--- src/rtl/core/dott_pkg.sv ---
// ----------------------------------------------------------------------------
// Deadline-ordered timer table package
// Shared constants, command and run mode codes, and the transfer structs.
// ----------------------------------------------------------------------------
package dott_pkg;

  localparam int NUM_SLOTS = 16;
  localparam int SLOT_BITS = 4;
  localparam int TIME_BITS = 48;
  localparam int PER_BITS  = 32;
  localparam int LIM_BITS  = 16;

  localparam logic [LIM_BITS-1:0]  JUMP_LIMIT_RESET = 16'd240;
  localparam logic [TIME_BITS-1:0] TIME_SIGN = {1'b1, {(TIME_BITS-1){1'b0}}};

  localparam logic [2:0] CMD_INIT   = 3'd0;
  localparam logic [2:0] CMD_REARM  = 3'd1;
  localparam logic [2:0] CMD_STOP   = 3'd2;
  localparam logic [2:0] CMD_CHG    = 3'd3;
  localparam logic [2:0] CMD_UPDATE = 3'd4;

  localparam logic [1:0] RUN_OFF    = 2'd0;
  localparam logic [1:0] RUN_ONCE   = 2'd1;
  localparam logic [1:0] RUN_REPEAT = 2'd2;
  localparam logic [1:0] RUN_ALIAS  = 2'd3;

  typedef struct packed {
    logic [2:0]                  mode;
    logic [SLOT_BITS-1:0]        timer_slot;
    logic [PER_BITS-1:0]         delay_value;
    logic [1:0]                  run_mode;
    logic signed [TIME_BITS-1:0] new_time;
  } in_item_t;

  typedef struct packed {
    logic [SLOT_BITS-1:0] fired_slot;
    logic                 last_fired;
  } out_item_t;

  typedef struct packed {
    logic                 lr_we;
    logic                 per_we;
    logic [SLOT_BITS-1:0] addr;
    logic [TIME_BITS-1:0] lr_data;
    logic [PER_BITS-1:0]  per_data;
  } mem_wr_t;

endpackage

--- src/rtl/core/deadline_ordered_timer_table_core.sv ---
// ----------------------------------------------------------------------------
// Deadline-ordered timer table core
// Sixteen timer slots fired earliest deadline first on each time update.
// ----------------------------------------------------------------------------
// Slot commands (init, rearm, stop, change delay) are applied as they are accepted.
// A time update makes a shift pass through the slot memory, then a scan of the
// pending deadlines for each fired slot, each expiry waiting for room in the
// output register, plus one closing scan when nothing fires.
// Reset clears the run modes to never, the current time to zero and the jump
// limit to 240; the slot memory needs no clearing pass.
module deadline_ordered_timer_table_core (
  input  logic                          clk,
  input  logic                          rst,
  input  logic                          in_valid,
  output logic                          in_ready,
  input  dott_pkg::in_item_t            in_item,
  output logic                          out_valid,
  input  logic                          out_ready,
  output dott_pkg::out_item_t           out_item,
  input  logic                          cfg_we,
  input  logic [dott_pkg::LIM_BITS-1:0] cfg_data
);

  // Configuration register: forward steps larger than this count as a jump.
  logic [dott_pkg::LIM_BITS-1:0]  jump_limit;

  logic                           emit_ok;
  logic                           emit;
  dott_pkg::out_item_t            res;
  logic [dott_pkg::SLOT_BITS-1:0] rd_addr;
  logic [dott_pkg::TIME_BITS-1:0] lr_q;
  logic [dott_pkg::PER_BITS-1:0]  per_q;
  dott_pkg::mem_wr_t              wr;

  // The output register parts the two sides: a new result may be loaded in
  // the same cycle as the waiting one completes its transfer.
  assign emit_ok = !out_valid || out_ready;

  always_ff @(posedge clk) begin
    if (rst) begin
      jump_limit <= dott_pkg::JUMP_LIMIT_RESET;
      out_valid  <= 1'b0;
    end else begin
      if (cfg_we) begin
        jump_limit <= cfg_data;
      end
      if (emit) begin
        out_valid <= 1'b1;
      end else if (out_ready) begin
        out_valid <= 1'b0;
      end
    end
  end

  always_ff @(posedge clk) begin
    if (emit) begin
      out_item <= res;
    end
  end

  // The sequencer owns the run modes and the pending deadlines; last-run times
  // and periods live in the slot memory.
  dott_seq u_seq (
    .clk        (clk),
    .rst        (rst),
    .in_valid   (in_valid),
    .in_item    (in_item),
    .in_ready   (in_ready),
    .jump_limit (jump_limit),
    .emit_ok    (emit_ok),
    .emit       (emit),
    .res        (res),
    .rd_addr    (rd_addr),
    .lr_q       (lr_q),
    .per_q      (per_q),
    .wr         (wr)
  );

  dott_slot_mem u_mem (
    .clk     (clk),
    .wr      (wr),
    .rd_addr (rd_addr),
    .lr_q    (lr_q),
    .per_q   (per_q)
  );

endmodule

--- src/rtl/core/dott_slot_mem.sv ---
// ----------------------------------------------------------------------------
// Slot memory
// Last-run and period stores, one write port, registered read port.
// ----------------------------------------------------------------------------
module dott_slot_mem (
  input  logic                              clk,
  input  dott_pkg::mem_wr_t                 wr,
  input  logic [dott_pkg::SLOT_BITS-1:0]    rd_addr,
  output logic [dott_pkg::TIME_BITS-1:0]    lr_q,
  output logic [dott_pkg::PER_BITS-1:0]     per_q
);

  logic [dott_pkg::TIME_BITS-1:0] lr_mem  [dott_pkg::NUM_SLOTS];
  logic [dott_pkg::PER_BITS-1:0]  per_mem [dott_pkg::NUM_SLOTS];

  always_ff @(posedge clk) begin
    if (wr.lr_we) begin
      lr_mem[wr.addr] <= wr.lr_data;
    end
    if (wr.per_we) begin
      per_mem[wr.addr] <= wr.per_data;
    end
    lr_q  <= lr_mem[rd_addr];
    per_q <= per_mem[rd_addr];
  end

endmodule

--- src/rtl/core/dott_seq.sv ---
// ----------------------------------------------------------------------------
// Timer table sequencer
// Runs commands, the shift and eligibility pass, and the earliest-first scans.
// ----------------------------------------------------------------------------
module dott_seq (
  input  logic                              clk,
  input  logic                              rst,
  input  logic                              in_valid,
  input  dott_pkg::in_item_t                in_item,
  output logic                              in_ready,
  input  logic [dott_pkg::LIM_BITS-1:0]     jump_limit,
  input  logic                              emit_ok,
  output logic                              emit,
  output dott_pkg::out_item_t               res,
  output logic [dott_pkg::SLOT_BITS-1:0]    rd_addr,
  input  logic [dott_pkg::TIME_BITS-1:0]    lr_q,
  input  logic [dott_pkg::PER_BITS-1:0]     per_q,
  output dott_pkg::mem_wr_t                 wr
);

  localparam logic [1:0] S_IDLE  = 2'd0;
  localparam logic [1:0] S_SHIFT = 2'd1;
  localparam logic [1:0] S_SCAN  = 2'd2;
  localparam logic [1:0] S_EMIT  = 2'd3;

  localparam logic [dott_pkg::SLOT_BITS-1:0] LAST_SLOT =
    dott_pkg::SLOT_BITS'(dott_pkg::NUM_SLOTS - 1);

  logic [1:0]                        state;
  logic [dott_pkg::TIME_BITS-1:0]    cur;
  logic [dott_pkg::TIME_BITS-1:0]    t_new;
  logic [dott_pkg::TIME_BITS-1:0]    fix;
  logic                              jump;
  logic [1:0]                        run_mode_r [dott_pkg::NUM_SLOTS];
  logic [dott_pkg::SLOT_BITS:0]      cnt;
  logic                              v1;
  logic                              v2;
  logic [dott_pkg::SLOT_BITS-1:0]    a1;
  logic [dott_pkg::SLOT_BITS-1:0]    a2;
  logic [dott_pkg::TIME_BITS-1:0]    b_lr;
  logic [dott_pkg::PER_BITS-1:0]     b_per;
  logic                              b_arm;
  logic [dott_pkg::NUM_SLOTS-1:0]    pend;
  logic [dott_pkg::TIME_BITS-1:0]    dl [dott_pkg::NUM_SLOTS];
  logic [dott_pkg::SLOT_BITS-1:0]    sc;
  logic                              found;
  logic [dott_pkg::SLOT_BITS-1:0]    best;
  logic [dott_pkg::TIME_BITS-1:0]    bdl;
  logic                              best_always;

  logic                              accept;
  logic [dott_pkg::PER_BITS-1:0]     per_clamp;
  logic [1:0]                        mode_norm;
  logic [dott_pkg::TIME_BITS-1:0]    diff;
  logic                              back;
  logic                              jump_c;
  logic [dott_pkg::SLOT_BITS-1:0]    mode_idx;
  logic [1:0]                        m_sel;
  logic [dott_pkg::TIME_BITS-1:0]    lr_s;
  logic [dott_pkg::TIME_BITS:0]      d;
  logic [dott_pkg::TIME_BITS-1:0]    nu;
  logic                              elig;
  logic                              take;
  logic [dott_pkg::NUM_SLOTS-1:0]    rest;
  logic                              last;

  assign in_ready  = (state == S_IDLE);
  assign accept    = in_valid && in_ready;
  assign per_clamp = (in_item.delay_value == '0) ? dott_pkg::PER_BITS'(1)
                                                 : in_item.delay_value;
  assign mode_norm = (in_item.run_mode == dott_pkg::RUN_ALIAS) ? dott_pkg::RUN_ONCE
                                                              : in_item.run_mode;
  assign diff      = in_item.new_time - cur;
  assign back      = in_item.new_time < $signed(cur);
  assign jump_c    = back || (diff > {{(dott_pkg::TIME_BITS-dott_pkg::LIM_BITS){1'b0}},
                                      jump_limit});
  assign rd_addr   = cnt[dott_pkg::SLOT_BITS-1:0];
  assign mode_idx  = (state == S_SHIFT) ? a1 : sc;
  assign m_sel     = run_mode_r[mode_idx];
  assign lr_s      = lr_q + fix;
  assign d         = {1'b0, b_lr} + {{(dott_pkg::TIME_BITS+1-dott_pkg::PER_BITS){1'b0}},
                                     b_per};
  assign nu        = t_new ^ dott_pkg::TIME_SIGN;
  assign elig      = b_arm && !d[dott_pkg::TIME_BITS] &&
                     (nu > d[dott_pkg::TIME_BITS-1:0]);
  assign take      = pend[sc] && (!found || (dl[sc] < bdl));
  assign rest      = pend & ~(dott_pkg::NUM_SLOTS'(1) << best);
  assign last      = (rest == '0);
  assign emit      = (state == S_EMIT) && found && emit_ok;
  assign res       = '{fired_slot: best, last_fired: last};

  always_comb begin
    wr = '0;
    unique case (state)
      S_IDLE: begin
        wr.addr     = in_item.timer_slot;
        wr.per_data = per_clamp;
        wr.lr_data  = cur - {{(dott_pkg::TIME_BITS-dott_pkg::PER_BITS){1'b0}}, per_clamp};
        if (accept) begin
          wr.lr_we  = (in_item.mode == dott_pkg::CMD_INIT);
          wr.per_we = (in_item.mode == dott_pkg::CMD_INIT) ||
                      (in_item.mode == dott_pkg::CMD_REARM) ||
                      (in_item.mode == dott_pkg::CMD_CHG);
        end
      end
      S_SHIFT: begin
        wr.addr    = a1;
        wr.lr_data = lr_s;
        wr.lr_we   = v1 && jump && (m_sel != dott_pkg::RUN_OFF);
      end
      S_EMIT: begin
        wr.addr    = best;
        wr.lr_data = t_new;
        wr.lr_we   = emit;
      end
      default: begin
        wr = '0;
      end
    endcase
  end

  always_ff @(posedge clk) begin
    if (rst) begin
      state <= S_IDLE;
      cur   <= '0;
      v1    <= 1'b0;
      v2    <= 1'b0;
      found <= 1'b0;
      pend  <= '0;
      cnt   <= '0;
      for (int i = 0; i < dott_pkg::NUM_SLOTS; i++) begin
        run_mode_r[i] <= dott_pkg::RUN_OFF;
      end
    end else begin
      unique case (state)
        S_IDLE: begin
          if (accept) begin
            case (in_item.mode)
              dott_pkg::CMD_INIT, dott_pkg::CMD_REARM: begin
                run_mode_r[in_item.timer_slot] <= mode_norm;
              end
              dott_pkg::CMD_STOP: begin
                run_mode_r[in_item.timer_slot] <= dott_pkg::RUN_OFF;
              end
              dott_pkg::CMD_UPDATE: begin
                if (in_item.new_time != cur) begin
                  t_new <= in_item.new_time;
                  cur   <= in_item.new_time;
                  fix   <= diff - dott_pkg::TIME_BITS'(1);
                  jump  <= jump_c;
                  cnt   <= '0;
                  state <= S_SHIFT;
                end
              end
              default: begin
              end
            endcase
          end
        end
        S_SHIFT: begin
          if (!cnt[dott_pkg::SLOT_BITS]) begin
            cnt <= cnt + 1'b1;
          end
          v1    <= !cnt[dott_pkg::SLOT_BITS];
          a1    <= cnt[dott_pkg::SLOT_BITS-1:0];
          v2    <= v1;
          a2    <= a1;
          b_lr  <= ((jump && (m_sel != dott_pkg::RUN_OFF)) ? lr_s : lr_q)
                   ^ dott_pkg::TIME_SIGN;
          b_per <= per_q;
          b_arm <= (m_sel != dott_pkg::RUN_OFF);
          if (v2) begin
            pend[a2] <= elig;
            dl[a2]   <= d[dott_pkg::TIME_BITS-1:0];
            if (a2 == LAST_SLOT) begin
              sc    <= '0;
              found <= 1'b0;
              state <= S_SCAN;
            end
          end
        end
        S_SCAN: begin
          if (take) begin
            found       <= 1'b1;
            best        <= sc;
            bdl         <= dl[sc];
            best_always <= (m_sel == dott_pkg::RUN_REPEAT);
          end
          sc <= sc + 1'b1;
          if (sc == LAST_SLOT) begin
            state <= S_EMIT;
          end
        end
        S_EMIT: begin
          if (!found) begin
            state <= S_IDLE;
          end else if (emit_ok) begin
            pend[best] <= 1'b0;
            if (!best_always) begin
              run_mode_r[best] <= dott_pkg::RUN_OFF;
            end
            found <= 1'b0;
            sc    <= '0;
            state <= last ? S_IDLE : S_SCAN;
          end
        end
        default: begin
          state <= S_IDLE;
        end
      endcase
    end
  end

endmodule

--- config.mk ---
export PLATFORM = sky130hd
export DESIGN_NAME = deadline_ordered_timer_table_core
export DESIGN_NICKNAME = d
export VERILOG_FILES = /design/src/rtl/core/dott_pkg.sv /design/src/rtl/core/deadline_ordered_timer_table_core.sv /design/src/rtl/core/dott_slot_mem.sv /design/src/rtl/core/dott_seq.sv
export SDC_FILE = /design/constraint.sdc
export NUM_CORES = 2
export LEC_CHECK = 0
export BUFFER_PORTS_ARGS = -buffer_cell sky130_fd_sc_hd__buf_4
export CORE_MARGIN = 2
export CORE_UTILIZATION = 29
export DETAILED_ROUTE_END_ITERATION = 8
export PLACE_DENSITY = 0.43
export SKIP_CTS_REPAIR_TIMING = 1
export SYNTH_ARGS = -nofsm -noshare
export SYNTH_HDL_FRONTEND = slang
export SYNTH_SLANG_ARGS = --single-unit
--- constraint.sdc ---
create_clock -name clk -period 20.2 [get_ports clk]
set_input_delay 1.01 -clock clk [delete_from_list [all_inputs] [get_ports clk]]
set_output_delay 1.01 -clock clk [all_outputs]
set_load 0.05 [all_outputs]
Word-level counts from Yosys, hierarchy flattened --
Memories as Yosys holds them, arrays and structs flattened. A register that Yosys moved wholly into a read port is not among the register bits. Index checks and enable logic that the tools add are counted.
Word-level totals: bits in registers 339, bits in latches 0, RAM bits 2080, ROM bits 0, input bits 110, word-level logic and storage cells 200, memories kept 4
Memory list:
- u_mem.lr_mem | depth 16, bits a word 48, read ports 1, clocked after Yosys merged registers in 1, write ports 1, RTL line dott_slot_mem.sv:13 | logic [dott_pkg::TIME_BITS-1:0] lr_mem [dott_pkg::NUM_SLOTS];
- u_seq.dl | depth 16, bits a word 48, read ports 1, clocked after Yosys merged registers in 1, write ports 1, RTL line dott_seq.sv:44 | logic [dott_pkg::TIME_BITS-1:0] dl [dott_pkg::NUM_SLOTS];
- u_mem.per_mem | depth 16, bits a word 32, read ports 1, clocked after Yosys merged registers in 1, write ports 1, RTL line dott_slot_mem.sv:14 | logic [dott_pkg::PER_BITS-1:0] per_mem [dott_pkg::NUM_SLOTS];
- u_seq.run_mode_r | depth 16, bits a word 2, read ports 1, clocked after Yosys merged registers in 0, write ports 16, RTL line dott_seq.sv:34 | logic [1:0] run_mode_r [dott_pkg::NUM_SLOTS];
Operators by class: add/subtract/negate cells 7, multiply operators 0, div/mod/pow operators 0, $lt $le $gt $ge 9, equal/unequal tests 23, shifts and indexed selects 1, muxes and demuxes 82, bitwise operators 8, reduce and logical (&&, ||, !) cells 42
Operator list (count):
- 52-bit case mux with 3 select lines | 1
- 48-bit less-than comparator | 2
- 32-bit two-way mux | 2
- 48-bit by 32-bit adder with 49-bit output | 1
- 48-bit adder | 1
- 48-bit by 16-bit greater-than comparator with 1-bit output | 1
- 48-bit greater-than comparator | 1
- 16-bit two-way mux | 3
- 48-bit two-way mux | 1
- 48-bit != test | 1
- 48-bit by 1-bit subtractor with 48-bit output, second input constant | 1
- 48-bit by 32-bit subtractor with 48-bit output | 1
- 48-bit subtractor | 1
- 1-bit two-way mux | 39
- 16-bit AND | 2
- 32-bit logical NOT | 1
- 4-bit two-way mux | 8
- 16-bit inverter | 2
- 16-bit case mux with 2 select lines | 1
- 2-bit two-way mux | 14
- 5-bit two-way mux | 4
- 16-bit bitwise mux | 1
- 16-bit logical NOT | 1
- 4-bit AND reduction | 4
- other kinds (35) | 78

Depth between registers and ports, before layout --
word-level depth 11, mapped depth 27, depth with buffers taken out 26

By module --
From an unflattened synthesis, not the netlist that was laid out.
Second synthesis, totals: cells, all modules 6359, area, all modules 107106.5 um^2
By module, submodules not included:
- dott_seq | times used 1, cells each 4219, area an instance 56803.2 um^2, seq. area each 32881.5 um^2
- dott_slot_mem | times used 1, cells each 2079, area an instance 49527.5 um^2, seq. area each 40038.4 um^2
- deadline_ordered_timer_table_core | times used 1, cells each 61, area an instance 775.7 um^2, seq. area each 490.5 um^2

Least setup slack after synthesis --
OpenSTA, ideal clock, no wires.
path kind input-to-reg, start input rst, end memory u_seq.dl[12][0] in the netlist's numbering, enable pin, setup time 0.454 ns, arrival 8.110 ns, path slack 11.637 ns, cell stages on the path 5, cell sequence clkbuf_1 nor2_1 nand2_1 clkbuf_1 nor2_1
Between the ends: word-level cells in the longest chain between the ends 2
Ends and longest elaborated chain:
- from (decl) | RTL line deadline_ordered_timer_table_core.sv:13 | input logic rst,
- 1-bit two-way mux | RTL line dott_seq.sv:123 | if (rst) begin
- 1-bit two-way mux (not written as such) | RTL line dott_seq.sv:174 | dl[a2] <= d[dott_pkg::TIME_BITS-1:0];
- to (decl) | RTL line dott_seq.sv:44
Every way passes these cells.

==> impl_results.md <==
* P&R area growth vs syn at 16.2%
* Reg2reg path depth at 15
* Buffers on Ports at between 100 and 150
* Clock Power Share at 0.452
* Ys Warns at 0
* Aggregate routed wire length at approximately 350000 um
* Worst-path maximum fanout at 80
* Syn Inst Count at between 6000 and 7000
* Final setup viols at 0
* Ports at approximately 120
* Total track usage at 0.184
* Internal power at between 9 and 10 mW
* Avg Vias per Cell at a little over 5
* Syn Area/Cell at 17.2 um2
* Actual slew at the worst max-slew pin at 1.43 ns
* Worst path bufs/invs at 3
* CORE AREA at about 370000 um2
* Routability-driven placement congestion ratio at a little under 0.9
* Tcrit/Tclk final at 0.359
* R2R Setup Slk at 12.95 ns
* Pre-CTS WS at roughly 13 ns
* Final hold slack at approximately 0.30 ns
* Vias in the first global route at around 61000
* Global route overflow at 0
* Setup TNS at 0 ns
* DP Wirelength at between 200000 and 250000 um
* Comb pwr share at 0.054
* Most used DFF post-synth: edfxtp_1
* Number of cells on the critical path at 15
* CP Launch Type: flip-flop
* Detail Route Antenna Nets at 0
* Max cap viols at 0
* Post-Synthesis Cell Area at approximately 110000 um2
* Sw Pwr at roughly 2.6 mW
* Bufs on Longest Clock Path at 4
* Total Die Area at ~370000 um2
* Clock Root Buffer: clkbuf_16
* Switch share at 0.227
* Min cycle time layout at slightly above 7 ns
* Largest net degree at the start of global routing at between 100 and 150
* Slowest-stage cell, CP: a31oi_4
* Post-route DRC at 0
* Clock-pin slew of the registers on the worst-case setup and hold paths at approximately 0.06 ns
* Placed instance count at ~11000
* Antenna violations before repair at 43
* Die height at between 600 and 700 um
* Layout cells sized above 1 at 0.225
* TritonCTS Buffers at approximately 290
* Detailed Routing Iterations Pass 1 at 6
* Synthesized Nets at 6593
* Setup ws final at about 13 ns
* Initial Util at 0.291
* Clock Skew at about 0.065 ns
* Count of cell types in the netlist at approximately 90
* Seq/Total Area, Yosys at 0.686
* Hold Path Depth at 1
* Clock sink count at 2503
* DRT iter0 DRCs at ~5200
* Post-synth ARST share at 0
* Worst slew margin at 0.0344
* Sequential power share at 0.494
* Yosys top cell by area: edfxtp_1
* Worst path arrival time at 7.75 ns
* Worst-skew pair later-pin latency at approximately 0.92 ns
* Die Wd at slightly above 600 um
* Largest delay contributor family on the critical path: compound AO/OA/AOI/OAI gates
* Cells along the critical path: buf_12 > buf_4 > mux4_2 > mux4_2 > ha_1 > a21oi_1 > nor2b_1 > o21ai_0 > o2111ai_1 > a31oi_1 > a2111oi_0 > a211oi_1 > o31ai_1 > a31oi_4 > buf_4
* TritonCTS clock tree: built
* Number of flops mapped to enable cells by yosys at about 2300
* Path type of the worst min-delay path: in2reg
* Top post-synthesis cells by area: edfxtp_1, mux4_2, dfxtp_1, ha_1, nand2_1
* CP required at between 20 and 25 ns
* Wire per inst at 30.0 um
* Number of synthesized register bits at about 2500
* RSZ-0062 raised after global routing: no
* Cell row count at 223
* Peak supply drop at approximately 0.065 mV
* Via count at between 50000 and 60000
* # nets final at ~6900
* Post-layout util at 0.338
* Final hold vios at 0
* Proportion of netlist area held by the largest area contributor at 0.653
* H-tree depth at 5
* Slew Viols, Final at 0
* Fmax achieved at ~140 MHz
* Worst path max stage delay at 0.89 ns
* Pwr Density at around 94 nW/um2
* Finished Layout Cells at about 12000
* Setup CP Type: reg2reg
* Leakage at approximately 40 nW
* Status: completed
* First-pass GRT wire length at 484000 um
* CP endpoint kind: flip-flop
[flip-flops by register name, indices dropped and copies added (netlist names), 16 cells and up, named ones only]
register and count:
jump_limit 16, u_seq.bdl 48, u_seq.b_per 32, u_seq.cur 48, u_seq.pend 16, u_mem.lr_mem 768, u_seq.dl 768, u_mem.per_mem 512
u_seq.fix 48, u_seq.b_lr 48, u_mem.lr_q 48, u_seq.run_mode_r 32, u_seq.t_new 48, u_mem.per_q 32
[per-stage QoR]
step / cell area [um2] / power (mW)
final: 124000 / 11.7
after global placement: 115000 / 6.49
after CTS: 124000 / 11.8
after detailed placement: 115000 / 6.50
after global routing: 124000 / 12.0
after floorplan: 107000 / 6.22
[path summary, 6_finish.rpt]
kind | startpoint | to
setup / recovery | flip-flop | u_seq.bdl[18]$_DFFE_PP_
hold / removal | in_item[9] | u_seq.t_new[9]$_DFFE_PP_
setup reg to reg | flip-flop | u_seq.bdl[18]$_DFFE_PP_
hold reg to reg | u_mem.per_q[15]$_DFF_P_ | u_seq.b_per[15]$_DFFE_PP_
[power groups by stage]
stage                     registers, mW  logic, mW  clock network (mW)
after global placement             5.87      0.619                   0
after CTS                          5.76      0.631                5.40
after floorplan                    5.85      0.367                   0
after detailed placement           5.87      0.629                   0
final                              5.76      0.625                5.26
after global routing               5.76      0.675                5.60
[synth_stat cells (8+ instances only)]
library cell / number
clkbuf_1: 187
a21oi_1: 250
nor3_1: 57
o21a_1: 38
o21ai_0: 183
nor2b_1: 44
edfxtp_1: 2328
mux2_2: 39
and2_1: 23
a311oi_1: 8
nand2_1: 364
nand4_1: 60
o211ai_1: 33
a221o_1: 9
o31ai_1: 15
a22oi_1: 9
dfxtp_1: 175
ha_1: 273
a2111oi_0: 10
nand2b_1: 51
a211o_1: 9
o2111ai_1: 9
mux4_2: 649
xor2_1: 85
buf_2: 12
or2_2: 10
nand3_1: 77
o22ai_1: 8
and4_1: 8
or3_1: 20
a21o_1: 112
inv_1: 243
mux2i_1: 49
xnor2_1: 127
and3_1: 27
buf_1: 55
a31oi_1: 39
nor4_1: 23
a211oi_1: 19
o21bai_1: 26
nor2_1: 311
[area by class of cell]
| type | count | area [um2] |
|---|---|---|
| antenna | 15 | 37.5 |
| clock buffer | 386 | 7940 |
| clock inverter | 150 | 1570 |
| fill | 35100 | 244000 |
| inverter | 246 | 923 |
| multi-input combinational | 3200 | 32200 |
| sequential | 2503 | 73400 |
| tap | 4837 | 6050 |
| timing repair buffer | 292 | 2250 |
[logic make-up after synthesis]
logic type / synth area share
xor+xnor: 0.0173
simple gates: 0.0495
compound gates: 0.0512
fa+ha+maj: 0.0327
flops: 0.686
mux: 0.145
buf+inv: 0.0180
[worst register-to-register path, stage by stage (launching register included)]
cell and delay [ns]:
dfxtp_4 0.65, buf_12 0.55, buf_4 0.71, mux4_2 0.64, mux4_2 0.50, ha_1 0.33
a21oi_1 0.16, nor2b_1 0.06, o21ai_0 0.16, o2111ai_1 0.12, a31oi_1 0.53, a2111oi_0 0.17
a211oi_1 0.49, o31ai_1 0.26, a31oi_4 0.89, buf_4 0.61
[per-layer routing]
| layer | share of wire | up-vias | track usage | wire length (um) |
|---|---|---|---|---|
| met2 | 0.50 | 1526 | 0.316 | 174000 |
| met3 | 0.042 | 469 | 0.0215 | 14500 |
| li1 | - | 25500 | - | - |
| met5 | 0.00015 | - | 0 | 52 |
| met1 | 0.43 | 31900 | 0.244 | 150000 |
| met4 | 0.031 | 8 | 0.0542 | 10700 |
[layout by cell type, fill, tap and decap left out, types with 23 or more instances in the layout]
master / Yosys / final
nand2b_1: 51 / 50
mux2_2: 39 / 39
o21bai_1: 26 / 26
nand4_1: 60 / 60
a21oi_1: 250 / 250
clkbuf_1: 187 / 72
a21o_1: 112 / 112
o211ai_1: 33 / 33
nand3_1: 77 / 77
nor2_4: 0 / 52
ha_1: 273 / 273
nor3_1: 57 / 57
dfxtp_1: 175 / 165
o21ai_1: 7 / 33
o21ai_0: 183 / 156
xnor2_1: 127 / 123
edfxtp_1: 2328 / 2328
mux4_2: 649 / 649
buf_4: 1 / 287
nor2_1: 311 / 258
mux2i_1: 49 / 48
clkinv_1: 2 / 41
nor4_1: 23 / 23
a31oi_1: 39 / 38
inv_1: 243 / 243
nor2b_1: 44 / 43
clkinv_2: 0 / 54
xor2_1: 85 / 82
and2_1: 23 / 23
nand2_1: 364 / 363
and3_1: 27 / 27
o21a_1: 38 / 38
clkbuf_16: 0 / 297
Power figures use the tool's default switching activity.
